--- config.mk ---
export PLATFORM = sky130hd
export DESIGN_NAME = signed_binary_to_decimal_digits_unit
export DESIGN_NICKNAME = d
export VERILOG_FILES = /design/src/sbd_pkg.sv /design/src/sbd_digit_cell.sv /design/src/signed_binary_to_decimal_digits_unit.sv
export SDC_FILE = /design/constraint.sdc
export NUM_CORES = 1
export LEC_CHECK = 0
export BUFFER_PORTS_ARGS = -buffer_cell sky130_fd_sc_hd__clkbuf_2
export CORE_MARGIN = 10
export CORE_UTILIZATION = 60
export CTS_CLUSTER_DIAMETER = 80
export DETAILED_ROUTE_END_ITERATION = 8
export GPL_TIMING_DRIVEN = 0
export PLACE_DENSITY = 0.84
export SETUP_SLACK_MARGIN = 0.05
export SYNTH_ARGS = -nofsm -noshare
export SYNTH_HDL_FRONTEND = slang
export SYNTH_HIERARCHICAL = 1
export SYNTH_SLANG_ARGS = --single-unit
--- constraint.sdc ---
create_clock -name aclk -period 4.59 [get_ports aclk]
set_input_delay 0.6885 -clock aclk [delete_from_list [all_inputs] [get_ports aclk]]
set_output_delay 0.6885 -clock aclk [all_outputs]
set_load 0.02 [all_outputs]
--- src/sbd_pkg.sv ---
// Package: types and constants shared by the signed binary to decimal digit unit.
`timescale 1ns / 1ps

package sbd_pkg;

    // Input value port width. The parameter VALUE_BITS on the top level picks how many low
    // bits of it take part in the conversion.
    localparam int VALUE_W = 64;
    localparam int DIGIT_W = 4;

    // Width mode codes
    localparam logic [1:0] MODE_INT   = 2'd0;
    localparam logic [1:0] MODE_CHAR  = 2'd1;
    localparam logic [1:0] MODE_SHORT = 2'd2;
    localparam logic [1:0] MODE_LONG  = 2'd3;

    typedef struct packed {
        logic signed [VALUE_W-1:0] value;
        logic [1:0]                width_mode;
        logic                      zero_precision;
    } sbd_in_t;

    typedef struct packed {
        logic [DIGIT_W-1:0] digit;
        logic               negative;
        logic               empty_res;
        logic               last;
    } sbd_out_t;

    // Per-cycle command broadcast to every digit cell
    typedef struct packed {
        logic clear;   // zero the digit
        logic dabble;  // add-3 correction and shift one binary bit in
        logic move;    // shift whole digits one cell toward the top
    } sbd_cell_ctrl_t;

    typedef enum logic [1:0] {
        S_IDLE,
        S_CONV,
        S_SKIP,
        S_EMIT
    } sbd_state_t;

endpackage

--- src/sbd_digit_cell.sv ---
// One BCD digit cell of the double-dabble chain.
`timescale 1ns / 1ps

module sbd_digit_cell (
    input  logic                        aclk,
    input  sbd_pkg::sbd_cell_ctrl_t     ctrl,
    input  logic                        carry_in,   // binary bit from the lower cell
    input  logic [sbd_pkg::DIGIT_W-1:0] digit_in,   // lower cell's digit, for digit moves
    output logic                        carry_out,
    output logic [sbd_pkg::DIGIT_W-1:0] digit
);

    logic [sbd_pkg::DIGIT_W-1:0] digit_reg;
    logic [sbd_pkg::DIGIT_W-1:0] digit_next;
    logic [sbd_pkg::DIGIT_W-1:0] adj;

    // add 3 when the digit would overflow past 9 after doubling
    assign adj = (digit_reg >= sbd_pkg::DIGIT_W'(5)) ?
                 (digit_reg + sbd_pkg::DIGIT_W'(3)) : digit_reg;

    always_comb begin
        digit_next = digit_reg;
        if (ctrl.clear) begin
            digit_next = '0;
        end else if (ctrl.dabble) begin
            digit_next = {adj[sbd_pkg::DIGIT_W-2:0], carry_in};
        end else if (ctrl.move) begin
            digit_next = digit_in;
        end
    end

    always_ff @(posedge aclk) begin
        digit_reg <= digit_next;
    end

    assign carry_out = adj[sbd_pkg::DIGIT_W-1];
    assign digit     = digit_reg;

endmodule

--- src/signed_binary_to_decimal_digits_unit.sv ---
// Top level: signed binary to decimal digit converter built on a chain of BCD cells.
`timescale 1ns / 1ps

// Accepts one signed value per transfer, sign-extends its low 8/16/32/64 bits as the width
// mode says (never beyond VALUE_BITS), and returns its decimal magnitude one digit per
// result transfer, most significant digit first, with the sign on every result and last
// on the final one. A zero value gives one '0' digit; zero with zero precision gives a
// single result flagged empty_res. The most negative value is converted exactly. The
// magnitude is shifted one bit per cycle through a row of DIGITS BCD cells (double dabble);
// each item is loaded, shifted into the cells bit by bit, stripped of its leading zero digits
// (at least one digit is kept), and its digits are then handed out while the result side
// accepts them, holding while it stalls. Results wait in an output register, so a new item
// is taken as soon as the last digit of the previous one has been moved into it. s_ready is
// high only while no item is in conversion.

module signed_binary_to_decimal_digits_unit #(
    parameter int VALUE_BITS = 64
) (
    input  logic             aclk,
    input  logic             aresetn,
    input  logic             s_valid,
    output logic             s_ready,
    input  sbd_pkg::sbd_in_t s_item,
    output logic             m_valid,
    input  logic             m_ready,
    output sbd_pkg::sbd_out_t m_item
);

    // Enough digits for 2^(VALUE_BITS-1); log10(2) rounded down to 0.301
    localparam int DIGITS = (VALUE_BITS * 301) / 1000 + 1;
    localparam int CNT_W  = $clog2(VALUE_BITS);
    localparam int REM_W  = $clog2(DIGITS + 1);
    localparam int KEEP_W = $clog2(VALUE_BITS + 1);

    // kept bits per mode, clipped to VALUE_BITS
    localparam int B8  = (VALUE_BITS < 8)  ? VALUE_BITS : 8;
    localparam int B16 = (VALUE_BITS < 16) ? VALUE_BITS : 16;
    localparam int B32 = (VALUE_BITS < 32) ? VALUE_BITS : 32;

    sbd_pkg::sbd_state_t state_reg, state_next;

    logic [VALUE_BITS-1:0] mag_reg, mag_next;
    logic [CNT_W-1:0]      bit_cnt_reg, bit_cnt_next;
    logic [REM_W-1:0]      rem_reg, rem_next;
    logic                  neg_reg, neg_next;
    logic                  zero_reg, zero_next;
    logic                  zp_reg, zp_next;

    logic                  m_valid_reg, m_valid_next;
    sbd_pkg::sbd_out_t     m_item_reg, m_item_next;

    // ---------------- input sign extension and magnitude ----------------
    logic [VALUE_BITS-1:0] raw;
    logic [VALUE_BITS-1:0] ext;
    logic [VALUE_BITS-1:0] mag_in;
    logic [KEEP_W-1:0]     keep_bits;
    logic                  sign_bit;

    assign raw = s_item.value[VALUE_BITS-1:0];

    always_comb begin
        unique case (s_item.width_mode)
            sbd_pkg::MODE_CHAR: begin
                keep_bits = KEEP_W'(B8);
                sign_bit  = raw[B8-1];
            end
            sbd_pkg::MODE_SHORT: begin
                keep_bits = KEEP_W'(B16);
                sign_bit  = raw[B16-1];
            end
            sbd_pkg::MODE_LONG: begin
                keep_bits = KEEP_W'(VALUE_BITS);
                sign_bit  = raw[VALUE_BITS-1];
            end
            default: begin
                keep_bits = KEEP_W'(B32);
                sign_bit  = raw[B32-1];
            end
        endcase
    end

    always_comb begin
        for (int i = 0; i < VALUE_BITS; i++) begin
            ext[i] = (KEEP_W'(i) < keep_bits) ? raw[i] : sign_bit;
        end
    end

    // two's complement negate in VALUE_BITS: -2^(n-1) comes out as 2^(n-1), exact unsigned
    assign mag_in = sign_bit ? (~ext + VALUE_BITS'(1)) : ext;

    // ---------------- cell chain ----------------
    sbd_pkg::sbd_cell_ctrl_t     cell_ctrl;
    logic [DIGITS:0]             carry;
    logic [sbd_pkg::DIGIT_W-1:0] digits [DIGITS];
    logic [sbd_pkg::DIGIT_W-1:0] top_digit;

    assign carry[0] = mag_reg[VALUE_BITS-1];

    for (genvar g = 0; g < DIGITS; g++) begin : g_cell
        logic [sbd_pkg::DIGIT_W-1:0] lower_digit;
        if (g == 0) begin : g_bottom
            assign lower_digit = '0;
        end else begin : g_upper
            assign lower_digit = digits[g-1];
        end

        sbd_digit_cell u_cell (
            .aclk      (aclk),
            .ctrl      (cell_ctrl),
            .carry_in  (carry[g]),
            .digit_in  (lower_digit),
            .carry_out (carry[g+1]),
            .digit     (digits[g])
        );
    end

    assign top_digit = digits[DIGITS-1];

    // ---------------- control ----------------
    logic load;
    logic emit;
    logic last_digit;
    logic top_zero;

    assign last_digit = (rem_reg == REM_W'(1));
    assign top_zero   = (top_digit == '0);

    // next state
    always_comb begin
        state_next = state_reg;
        unique case (state_reg)
            sbd_pkg::S_IDLE: begin
                if (s_valid) begin
                    state_next = sbd_pkg::S_CONV;
                end
            end
            sbd_pkg::S_CONV: begin
                if (bit_cnt_reg == CNT_W'(VALUE_BITS - 1)) begin
                    state_next = sbd_pkg::S_SKIP;
                end
            end
            sbd_pkg::S_SKIP: begin
                if (!top_zero || last_digit) begin
                    state_next = sbd_pkg::S_EMIT;
                end
            end
            sbd_pkg::S_EMIT: begin
                if ((!m_valid_reg || m_ready) && last_digit) begin
                    state_next = sbd_pkg::S_IDLE;
                end
            end
            default: state_next = sbd_pkg::S_IDLE;
        endcase
    end

    // outputs of the controller
    always_comb begin
        load             = 1'b0;
        emit             = 1'b0;
        cell_ctrl        = '0;
        s_ready          = 1'b0;
        unique case (state_reg)
            sbd_pkg::S_IDLE: begin
                s_ready         = 1'b1;
                load            = s_valid;
                cell_ctrl.clear = s_valid;
            end
            sbd_pkg::S_CONV: begin
                cell_ctrl.dabble = 1'b1;
            end
            sbd_pkg::S_SKIP: begin
                // drop a leading zero, keeping at least one digit
                cell_ctrl.move = top_zero && !last_digit;
            end
            sbd_pkg::S_EMIT: begin
                emit           = !m_valid_reg || m_ready;
                cell_ctrl.move = !m_valid_reg || m_ready;
            end
            default: begin
                s_ready = 1'b0;
            end
        endcase
    end

    // datapath next values
    always_comb begin
        mag_next     = mag_reg;
        bit_cnt_next = bit_cnt_reg;
        rem_next     = rem_reg;
        neg_next     = neg_reg;
        zero_next    = zero_reg;
        zp_next      = zp_reg;
        m_valid_next = m_valid_reg;
        m_item_next  = m_item_reg;

        if (load) begin
            mag_next     = mag_in;
            bit_cnt_next = '0;
            rem_next     = REM_W'(DIGITS);
            neg_next     = sign_bit;
            zero_next    = (mag_in == '0);
            zp_next      = s_item.zero_precision;
        end

        if (cell_ctrl.dabble) begin
            mag_next     = {mag_reg[VALUE_BITS-2:0], 1'b0};
            bit_cnt_next = bit_cnt_reg + CNT_W'(1);
        end

        if (cell_ctrl.move) begin
            rem_next = rem_reg - REM_W'(1);
        end

        if (m_valid_reg && m_ready) begin
            m_valid_next = 1'b0;
        end

        if (emit) begin
            m_valid_next          = 1'b1;
            m_item_next.digit     = top_digit;
            m_item_next.negative  = neg_reg;
            m_item_next.empty_res = last_digit && zero_reg && zp_reg;
            m_item_next.last      = last_digit;
        end
    end

    always_ff @(posedge aclk) begin
        if (!aresetn) begin
            state_reg   <= sbd_pkg::S_IDLE;
            m_valid_reg <= 1'b0;
        end else begin
            state_reg   <= state_next;
            m_valid_reg <= m_valid_next;
        end
    end

    // payload and working registers, no reset needed
    always_ff @(posedge aclk) begin
        mag_reg     <= mag_next;
        bit_cnt_reg <= bit_cnt_next;
        rem_reg     <= rem_next;
        neg_reg     <= neg_next;
        zero_reg    <= zero_next;
        zp_reg      <= zp_next;
        m_item_reg  <= m_item_next;
    end

    assign m_valid = m_valid_reg;
    assign m_item  = m_item_reg;

endmodule

======== Word level (Yosys, flattened, before mapping) ========
Index checks and enable logic that the tools add are counted.
cells by class
  reductions and logical operators ........ 18
  muxes and demuxes ....................... 145
  order comparisons ....................... 84
  $add $sub $neg .......................... 23
  bitwise logic cells ..................... 1
  equality and inequality tests ........... 12
operators by type and width
  cell                   number
  $mux 4                 59
  $lt 6x7->1 const A     32
  $mux 64                3
  $lt 5x7->1 const A     16
  $ge 4x3->1 const B     20
  $add 4x2->4 const B    19
  $mux 1                 70
  $add 64x1->64 const B  1
  $logic_not 64->1       1
  $not 64->64            1
  $lt 4x7->1 const A     8
  $lt 3x7->1 const A     4
  $pmux 7 s3             1
  $lt 1x7->1 const A     2
  $lt 2x7->1 const A     2
  $mux 6                 2
  $mux 5                 2
  $eq 2x2->1 const B     4
  $mux 2                 4
  $ne 2x2->1 const B     4
  $pmux 2 s4             1
  $reduce_bool 2->1      4
  $add 6x1->6 const B    1
  $eq 6x6->1 const B     1
  other kinds (13)       21
word-level totals
  logic and storage cells ................. 316
  bits in registers ....................... 168
  input port bits ......................... 71
  output and inout port bits .............. 9

======== Depth between registers and ports, before layout ========
Gate-level depths: netlist of the first run.
  depth in word-level cells ............... 9
  mapped depth ............................ 16
  depth with buffers taken out ............ 13

======== Cells and area by module ========
The synthesis of the first run kept the hierarchy.
modules (own cells, without submodules)
  module                                times used  seq. area each (um^2)  cells an instance  area each (um^2)
  signed_binary_to_decimal_digits_unit  1           2,602.5                687                6,259.8
  sbd_digit_cell                        20          80.1                   35                 280.3

======== Worst setup path before layout of the first run ========
No wires, ideal clock.
  path kind ............................... input to register
  start ................................... in m_ready
  end ..................................... reg g_cell[0].u_cell.digit_reg (netlist bit g_cell[0].u_cell/digit[0])
  stages .................................. 8
  required time ........................... 4,385 ps
  library setup time ...................... 205 ps
  arrival time ............................ 3,831 ps
  path buffers ............................ 0
  path slack .............................. 554 ps
  path through ............................ nor2b_1 nor2b_1 a31oi_1 inv_1 mux2i_1 nor2_1 a21oi_1 nor2_1
RTL lines
  item                  RTL line                                    RTL
  from (decl)           signed_binary_to_decimal_digits_unit.sv:25  input logic m_ready,
  to (signal assigned)  sbd_digit_cell.sv:33                        digit_reg <= digit_next;
  to (decl)             sbd_digit_cell.sv:13                        logic [sbd_pkg::DIGIT_W-1:0] digit_reg;

======== Worst setup path in the final report of the first run ========
  start ................................... in s_item[1] in the netlist's numbering
  end ..................................... reg zero_reg (data pin)
between the ends
  word-level cells in the longest chain between the ends .. 8
ends and longest elaborated chain
  item                                      RTL line                                     RTL
  from (decl)                               signed_binary_to_decimal_digits_unit.sv:23   input sbd_pkg::sbd_in_t s_item,
  $eq 2x2->1 or $eq 2x1->1 (tied branches)  signed_binary_to_decimal_digits_unit.sv:62   unique case (s_item.width_mode)
  $pmux 7 s3                                signed_binary_to_decimal_digits_unit.sv:62
  $lt 1x7->1 (tied with other cells)        signed_binary_to_decimal_digits_unit.sv:84   ext[i] = (KEEP_W'(i) < keep_bits) ? raw[i] : sign_bit;
  $mux 1                                    signed_binary_to_decimal_digits_unit.sv:84
  $not 64->64                               signed_binary_to_decimal_digits_unit.sv:89   assign mag_in = sign_bit ? (~ext + VALUE_BITS'(1)) : ext;
  $add 64x1->64                             signed_binary_to_decimal_digits_unit.sv:89
  $mux 64 *                                 signed_binary_to_decimal_digits_unit.sv:89
  $logic_not 64->1 *                        signed_binary_to_decimal_digits_unit.sv:201  zero_next = (mag_in == '0);
  to (signal assigned)                      signed_binary_to_decimal_digits_unit.sv:243  zero_reg <= zero_next;
  to (decl)                                 signed_binary_to_decimal_digits_unit.sv:46   logic zero_reg, zero_next;
Every way passes the cells marked *; elsewhere a longest branch is shown, timed or not.
A chain may end at the register's enable or synchronous reset.

==> results of run 1 <==
[repair_timing]
| action | in CTS | in global routing |
|---|---|---|
| setup buffers | 0 | 0 |
| setup endpoints to repair | 0 | 1 |
| resized for setup | 0 | 3 |
[path summary, 6_finish.rpt]
kind,to,cells past startpoint,slack [ns],start
setup / recovery,zero_reg,12,0.24,s_item[1]
hold / removal,zp_reg,1,0.45,s_item[0]
setup reg to reg,mag_reg[25],4,1.68,state_reg[1]
hold reg to reg,mag_reg[0],2,0.46,mag_reg[0]
[power groups by stage]
stage | Combinational [µW] | Clock (µW) | Sequential (µW)
floorplan | 2500 | 0 | 2690
global placement | 3120 | 0 | 2810
detailed placement | 3210 | 0 | 2800
CTS | 3230 | 1480 | 2780
global route | 3630 | 1540 | 2870
finish | 3250 | 1460 | 2790
[cell usage in the layout, fill, tap and decap left out, drive strengths merged, types with 5 or more instances in the layout]
cell	n
or4b	23
nor4	15
edfxtp	84
nand2b	29
a22o	11
clkbuf	120
inv	69
a31oi	35
o21ai	133
or3	6
nor4b	5
or2	5
a211oi	5
nand4b	22
o21a	21
nand2	170
a32o	7
and2	9
o31ai	11
a21oi	104
nor2b	11
nor3b	21
dfxtp	84
a221oi	21
xnor2	34
or4	9
o22ai	5
nor3	28
xor2	35
nand4	6
nor2	131
nand3	11
ha	52
o311ai	21
buf	29
mux2i	43
or2b	20
[final cells by class]
type	instances	area (µm²)
well taps	265	331.6
multi-input cells	1102	7163
inverters	60	230.2
plain buffers	56	289.0
fillers	1526	6217
repair buffers	76	425.4
flip-flops and latches	168	4204
clock buffers	17	425.4
clock inverters	15	176.4
[metal layers]
layer / vias up / wire length, µm / track usage, %
met1: 5224 / 12970 / 28.42
met4: 0 / 490 / 7.429
met3: 51 / 1944 / 4.013
li1: 5294 / - / -
met2: 447 / 14520 / 38.01
met5: - / 0 / 0
[critical path, cell delays in order]
cell,delay [ns]
clkbuf_2,0.12
inv_1,0.07
ha_1,0.29
a221oi_4,0.39
a211oi_2,0.27
nor4_1,0.66
nor4b_2,0.47
mux2i_1,0.24
nor2_1,0.05
or4_1,0.45
or4b_4,0.55
a2111oi_4,0.33
[metrics by stage]
stage	total power [µW]	setup WS [ns]	hold WS, ns	cells	util, %
2_1_floorplan	5193	0.5540	0.4003	1386	-
3_3_place_gp	5927	-0.6664	0.4449	1725	64.52
3_5_place_dp	6013	-0.2758	0.4510	1727	64.88
4_1_cts	7486	0.1570	0.4388	1759	67.97
5_1_grt	8036	0.07260	0.4310	1759	68.06
6_report	7494	0.2431	0.4545	1759	68.06
==> results.sh, run 1 <==
export IMPL_status="complete, no violations"
export IMPL_io_pin_count=80
export IMPL_n_antenna_cell=0
export IMPL_crit_arrival_ns=4.57
export IMPL_cts_buffers=17
export IMPL_p_int_uw=4362
export IMPL_maxCapViolations=0
export IMPL_worstMarginPinSlew_ns=0.8958
export IMPL_placed_cell_area_um2=12630
export IMPL_cp_max_fo=8
export IMPL_grt_pass1_wl_um=49700
export IMPL_grt_max_degree=92
export IMPL_fp_dieW_um=160.5
export IMPL_fin_crit_ns=4.347
export IMPL_antenna_found_initial=0
export IMPL_dieArea_um2=25760
export IMPL_leakagePower_uw=0.004554
export IMPL_drc=0
export IMPL_timing_final_crit_share_pct=94.70
export IMPL_clockBufferDepth=2
export IMPL_peakVddDrop_uv=352.7
export IMPL_gr_total_overflow=0
export IMPL_setup_viol=0
export IMPL_p_sw_share_pct=41.80
export IMPL_cts_tree="done"
export IMPL_synth_area_um2=11840
export IMPL_synthCells=1383
export IMPL_rsz0062_at_grt="false"
export IMPL_max_freq_ghz=0.2301
export IMPL_fin_skew_ns=0.008801
export IMPL_avgViaCountPerCell=6.263
export IMPL_drt_iter0_drc=1000
export IMPL_required_ns=4.81
export IMPL_final_area_um2=13250
export IMPL_nets=1604
export IMPL_area_growth_pct=11.83
export IMPL_crit_path_end_kind="flip-flop"
export IMPL_finalSetupTns_ns=0
export IMPL_comb_power_share_pct=43.4
export IMPL_hold_class="in -> reg"
export IMPL_cts_hold_buffers=0
export IMPL_avgRoutedWirePerCell_um=17.02
export IMPL_routed_wl_um=29930
export IMPL_crit_type="in -> reg"
export IMPL_largest_reg_flops=80
export IMPL_initial_core_util_pct=60.86
export IMPL_die_h_um=160.5
export IMPL_track_usage_pct=22.50
export IMPL_dp_hpwl_um=21670
export IMPL_h_tree_depth=4
export IMPL_coreArea_um2=19460
export IMPL_io_buffers=74
export IMPL_routabilityCongestion=0.9928
export IMPL_yosysWarningCount=6
export IMPL_firstDrtPassIters=7
export IMPL_slew_headroom_pct=40.28
export IMPL_num_vias=11020
export IMPL_p_sw_uw=3132
export IMPL_numClockSinks=168
export IMPL_drtAntennaViolNets=0
export IMPL_layout_drive_gt1_share_pct=12.18
export IMPL_seq_power_share_pct=37.2
export IMPL_startpoint_type="input pin"
export IMPL_powerDensity_nw_per_um2=565.8
export IMPL_rows=51
export IMPL_root_buffer="clkbuf_16"
export IMPL_clk_pin_slew_worst_paths_ns=0.07
export IMPL_syn_area_per_cell_um2=8.564
export IMPL_clk_latency_ns=0.43
export IMPL_hold_viol=0
export IMPL_grt_pass1_vias=10390
export IMPL_final_max_slew_violation_count=0
export IMPL_clockPowerShare_pct=19.4
No activity file was read; power rests on OpenSTA's default activity.
==> run 2, diff against run 1 <==
--- a/config.mk
+++ b/config.mk
@@ -10,7 +10,6 @@
 export CORE_UTILIZATION = 60
 export CTS_CLUSTER_DIAMETER = 80
 export DETAILED_ROUTE_END_ITERATION = 8
-export GPL_TIMING_DRIVEN = 0
 export PLACE_DENSITY = 0.84
 export SETUP_SLACK_MARGIN = 0.05
 export SYNTH_ARGS = -nofsm -noshare
==> run 2 against run 1 <==
Against the previous run: flip-flop and latch count unchanged; combinational power down 3%; sequential share of layout area grew 0.25 points; clock power decreased by 4%; global-route usage about the same; final cell count fell by 1.3%; die area is the same; core utilization fell by 0.53 points.
==> results.sh, run 2 (same netlist as run 1, synthesis figures left out) <==
export IMPL_nets=1582
export IMPL_cts_hold_buffers=0
export IMPL_root_buffer="clkbuf_16"
export IMPL_track_usage_pct=22.48
export IMPL_dp_hpwl_um=21020
export IMPL_regArea_um2=4204
export IMPL_leakagePower_uw=0.004538
export IMPL_initial_core_util_pct=60.86
export IMPL_fill_cells=1564
export IMPL_final_area_um2=13140
export IMPL_min_from="s_item[0]"
export IMPL_io_pin_count=80
export IMPL_dieArea_um2=25760
export IMPL_timing_final_crit_share_pct=87.91
export IMPL_fin_cells=1737
export IMPL_layout_commonest_cell="nand2_1"
export IMPL_h_tree_depth=4
export IMPL_cp_max_fo=14
export IMPL_hold_viol=0
export IMPL_antenna_found_initial=0
export IMPL_clk_latency_ns=0.44
export IMPL_crit_path_max_incr_delay_ns=0.55
export IMPL_clockBufferDepth=2
export IMPL_post_cts_setup_buffers=0
export IMPL_largest_reg_flops=80
export IMPL_routed_wl_um=29760
export IMPL_area_growth_pct=10.97
export IMPL_crit_path_end_kind="flip-flop"
export IMPL_drc=0
export IMPL_avgViaCountPerCell=6.169
export IMPL_numClockSinks=168
export IMPL_clk_pin_slew_worst_paths_ns=0.07
export IMPL_final_max_slew_violation_count=0
export IMPL_crit_arrival_ns=4.28
export IMPL_crit_type="in -> reg"
export IMPL_cts_buffers=17
export IMPL_worstMarginPinSlew_ns=0.9952
export IMPL_drt_iter0_drc=1003
export IMPL_crit_chain="clkbuf_2 > inv_1 > ha_1 > buf_4 > nand2b_1 > nand3_1 > nor4_1 > nor4b_1 > buf_4 > mux2i_1 > nor2_1 > or4_1 > or4b_4 > a2111oi_4"
export IMPL_io_buffers=79
export IMPL_hold_class="in -> reg"
export IMPL_die_h_um=160.5
export IMPL_layout_drive_gt1_share_pct=12.84
export IMPL_rows=51
export IMPL_max_freq_ghz=0.2478
export IMPL_avgRoutedWirePerCell_um=17.14
export IMPL_required_ns=4.84
export IMPL_layout_common_cells="nand2_1 (170), nor2_1 (131), o21ai_0 (130)"
export IMPL_worst_path_buf_inv=4
export IMPL_fin_skew_ns=0.01571
export IMPL_fp_dieW_um=160.5
export IMPL_status="complete, no violations"
export IMPL_placed_cell_area_um2=12570
export IMPL_dp_cells=1705
export IMPL_design_power_total_uw=7325
export IMPL_setup_viol=0
export IMPL_grt_pass1_wl_um=49610
export IMPL_coreArea_um2=19460
export IMPL_routabilityCongestion=0.9964
export IMPL_rsz0062_at_grt="false"
export IMPL_num_vias=10720
export IMPL_drtAntennaViolNets=0
export IMPL_crit_family="simple AND/OR/NAND/NOR gates"
export IMPL_gr_total_overflow=0
export IMPL_powerDensity_nw_per_um2=557.3
export IMPL_cp_slowest_cell="or4b_4"
export IMPL_multi_input_area_um2=7156
export IMPL_cpMostUsedCell="buf_4"
export IMPL_slew_headroom_pct=33.65
export IMPL_finalSetupTns_ns=0
export IMPL_post_route_util_pct=67.53
export IMPL_peakVddDrop_uv=415.9
export IMPL_startpoint_type="input pin"
export IMPL_firstDrtPassIters=5
export IMPL_r2r_start="state_reg[0]"
export IMPL_grt_max_degree=160
export IMPL_n_antenna_cell=0
export IMPL_grt_pass1_vias=10240
export IMPL_fin_crit_ns=4.035
export IMPL_crit_start="s_item[2]"
export IMPL_cts_tree="done"
export IMPL_postCtsResizedCells=0
export IMPL_maxCapViolations=0
## run 2: area by class of cell
class,count,share of cell area (%)
flip-flops and latches,168,31.99
clock inverters,15,1.104
repair buffers,110,4.970
well taps,265,2.523
multi-input cells,1102,54.45
clock buffers,17,3.237
inverters,60,1.733
## run 2: path summary, 6_finish.rpt
check	endpoint	slack, ns	cells past startpoint
max	zero_reg	0.55	14
min	zp_reg	0.47	1
max reg2reg	g_cell[12].u_cell/digit[0]	1.66	9
min reg2reg	m_item[2]	0.47	0
## run 2: metrics by stage
stage               setup slack [ns]  hold WS [ns]
floorplan                     0.5540        0.4003
global placement              0.2658        0.4351
detailed placement            0.1948        0.4385
CTS                           0.6368        0.4512
global route                  0.2676        0.4549
finish                        0.5547        0.4679
## run 2: metal layers
layer / track usage (%) / vias up / wire length, µm
met5: 0 / - / 0
met4: 7.429 / 0 / 589
met3: 4.703 / 50 / 1879
met2: 35.82 / 367 / 13960
met1: 29.75 / 5034 / 13330
li1: - / 5264 / -
## run 2: where the power goes
group          switching, µW  internal [µW]  total (µW)
Sequential               455           2330        2780
Clock                    643            761        1400
Combinational           1970           1170        3140
Total                   3070           4260        7320
==> run 3, diff against run 2 <==
==> constraint.sdc (replaced) <==
create_clock -name aclk -period 4.59 [get_ports aclk]
set_input_delay 0.918 -clock aclk [delete_from_list [all_inputs] [get_ports aclk]]
set_output_delay 0.918 -clock aclk [all_outputs]
set_load 0.02 [all_outputs]
==> run 3 against run 2 <==
Against the previous run: final area rose by 0.89%; non-clock buffer count rose by 14; critical path depth fell by 1; fmax fell by 5.1%; critical path type unchanged; critical endpoint unchanged; largest cell class unchanged.
==> results.sh, run 3 (same netlist as run 1, synthesis figures left out) <==
export IMPL_numClockSinks=168
export IMPL_crit_chain="clkbuf_2 > inv_1 > ha_1 > nor4_1 > nand2_1 > a211oi_2 > nand4_2 > a2111oi_2 > nor2_1 > xnor2_1 > nand3_1 > or4_1 > a2111oi_4"
export IMPL_seq_power_share_pct=37.8
export IMPL_root_buffer="clkbuf_16"
export IMPL_cp_max_fo=11
export IMPL_clk_pin_slew_worst_paths_ns=0.08
export IMPL_worst_path_buf_inv=2
export IMPL_setup_viol=0
export IMPL_track_usage_pct=22.52
export IMPL_clockPowerShare_pct=19.4
export IMPL_gr_total_overflow=0
export IMPL_cp_slowest_cell="nor4_1"
export IMPL_coreArea_um2=19460
export IMPL_crit_start="s_item[2]"
export IMPL_antenna_found_initial=0
export IMPL_avgRoutedWirePerCell_um=17.11
export IMPL_design_power_total_uw=7346
export IMPL_fin_crit_ns=4.254
export IMPL_drtAntennaViolNets=0
export IMPL_layout_commonest_cell="nand2_1"
export IMPL_whs_ns=0.4632
export IMPL_rows=51
export IMPL_cts_hold_buffers=0
export IMPL_comb_power_share_pct=42.8
export IMPL_p_sw_share_pct=41.87
export IMPL_p_int_uw=4270
export IMPL_crit_family="simple AND/OR/NAND/NOR gates"
export IMPL_status="complete, no violations"
export IMPL_die_h_um=160.5
export IMPL_grt_pass1_wl_um=49690
export IMPL_p_sw_uw=3076
export IMPL_drc=0
export IMPL_avgViaCountPerCell=6.168
export IMPL_startpoint_type="input pin"
export IMPL_firstDrtPassIters=6
export IMPL_routabilityCongestion=0.9852
export IMPL_pre_cts_ws_ns=-0.05658
export IMPL_hold_class="reg -> reg"
export IMPL_grt_pass1_vias=10130
export IMPL_min_from="neg_reg"
export IMPL_layout_common_cells="nand2_1 (170), nor2_1 (131), o21ai_0 (130)"
export IMPL_fin_skew_ns=0.009814
export IMPL_num_vias=10800
export IMPL_layout_drive_gt1_share_pct=13.80
export IMPL_clk_latency_ns=0.44
export IMPL_nets=1596
export IMPL_largest_reg_flops=80
export IMPL_timing_final_crit_share_pct=92.69
export IMPL_crit_path_end_kind="flip-flop"
export IMPL_leakagePower_uw=0.004612
export IMPL_powerDensity_nw_per_um2=554.0
export IMPL_dp_hpwl_um=21050
export IMPL_finalSetupTns_ns=0
export IMPL_post_cts_setup_buffers=0
export IMPL_setup_slack_ns=0.3357
export IMPL_drt_iter0_drc=1116
export IMPL_post_route_util_pct=68.13
export IMPL_initial_core_util_pct=60.86
export IMPL_max_freq_ghz=0.2351
export IMPL_io_buffers=79
export IMPL_clockBufferDepth=2
export IMPL_crit_type="in -> reg"
export IMPL_grt_max_degree=154
export IMPL_final_max_slew_violation_count=0
export IMPL_required_ns=4.85
export IMPL_cts_buffers=17
export IMPL_worstMarginPinSlew_ns=0.7822
export IMPL_rsz0062_at_grt="false"
export IMPL_area_growth_pct=11.95
export IMPL_n_antenna_cell=0
export IMPL_routed_wl_um=29960
export IMPL_r2r_start="state_reg[0]"
export IMPL_hold_viol=0
export IMPL_dieArea_um2=25760
export IMPL_crit_path_max_incr_delay_ns=0.55
export IMPL_maxCapViolations=0
export IMPL_cts_tree="done"
export IMPL_fp_dieW_um=160.5
export IMPL_crit_arrival_ns=4.51
export IMPL_h_tree_depth=4
export IMPL_peakVddDrop_uv=349.5
export IMPL_io_pin_count=80
export IMPL_slew_headroom_pct=47.86
## run 3: cell types whose count changed in the layout (fill, tap and decap cells not counted)
cell and change:
clkinv_4 -4, inv_6 +5, clkinv_1 -1, nor4_2 +1, nor4_1 -1, buf_4 +14
## run 3: per-layer routing
metal	vias to the layer above	routed length, µm	part of all wire, %	global-route usage, %
met4	0	646	2.2	7.429
met3	57	2225	7.4	4.525
met2	424	13830	46	34.77
met5	-	0	0	0
li1	5284	-	-	-
met1	5036	13250	44	30.87
## run 3: final timing paths
| kind | to | slack, ns | cells past startpoint |
|---|---|---|---|
| worst max-delay path | zero_reg | 0.34 | 13 |
| worst min-delay path | m_item[2] | 0.46 | 0 |
| worst max register to register | g_cell[10].u_cell/digit[0] | 1.80 | 9 |
| worst min register to register | m_item[2] | 0.46 | 0 |
## run 3: stage by stage
step | area, µm² | std cells
after floorplan | 11860 | 1386
after global placement | 12680 | 1719
after detailed placement | 12680 | 1719
after CTS | 13250 | 1751
after global routing | 13260 | 1751
final | 13260 | 1751
## run 3: timing repair
action	in CTS	in global routing
gates resized for setup	0	1
endpoints found under the hold margin	0	0
setup endpoints to repair	0	1
## run 3: power by group through the flow
stage	Sequential, µW	Combinational [µW]	Clock [µW]
CTS	2770	3130	1440
finish	2780	3140	1430
floorplan	2690	2500	0
global route	2860	3510	1510
global placement	2770	2990	0
detailed placement	2800	3100	0
## run 3: final cells by class
class / instances / area (µm²)
Clock inverter: 15 / 150.1
Fill cell: 1557 / 6203
Inverter: 60 / 227.7
Timing Repair Buffer: 124 / 758.2
Multi-Input combinational cell: 1102 / 7162
Sequential cell: 168 / 4204
Tap cell: 265 / 331.6
Clock buffer: 17 / 425.4
## run 3: worst reg2reg max path, stage by stage, from the launching register on
cell	delay [ns]
dfxtp_1	0.41
ha_1	0.23
nor2b_1	0.64
a31oi_1	0.24
clkinv_2	0.12
buf_12	0.41
mux2i_1	0.34
nor2_1	0.06
a21oi_1	0.16
nor2_1	0.07
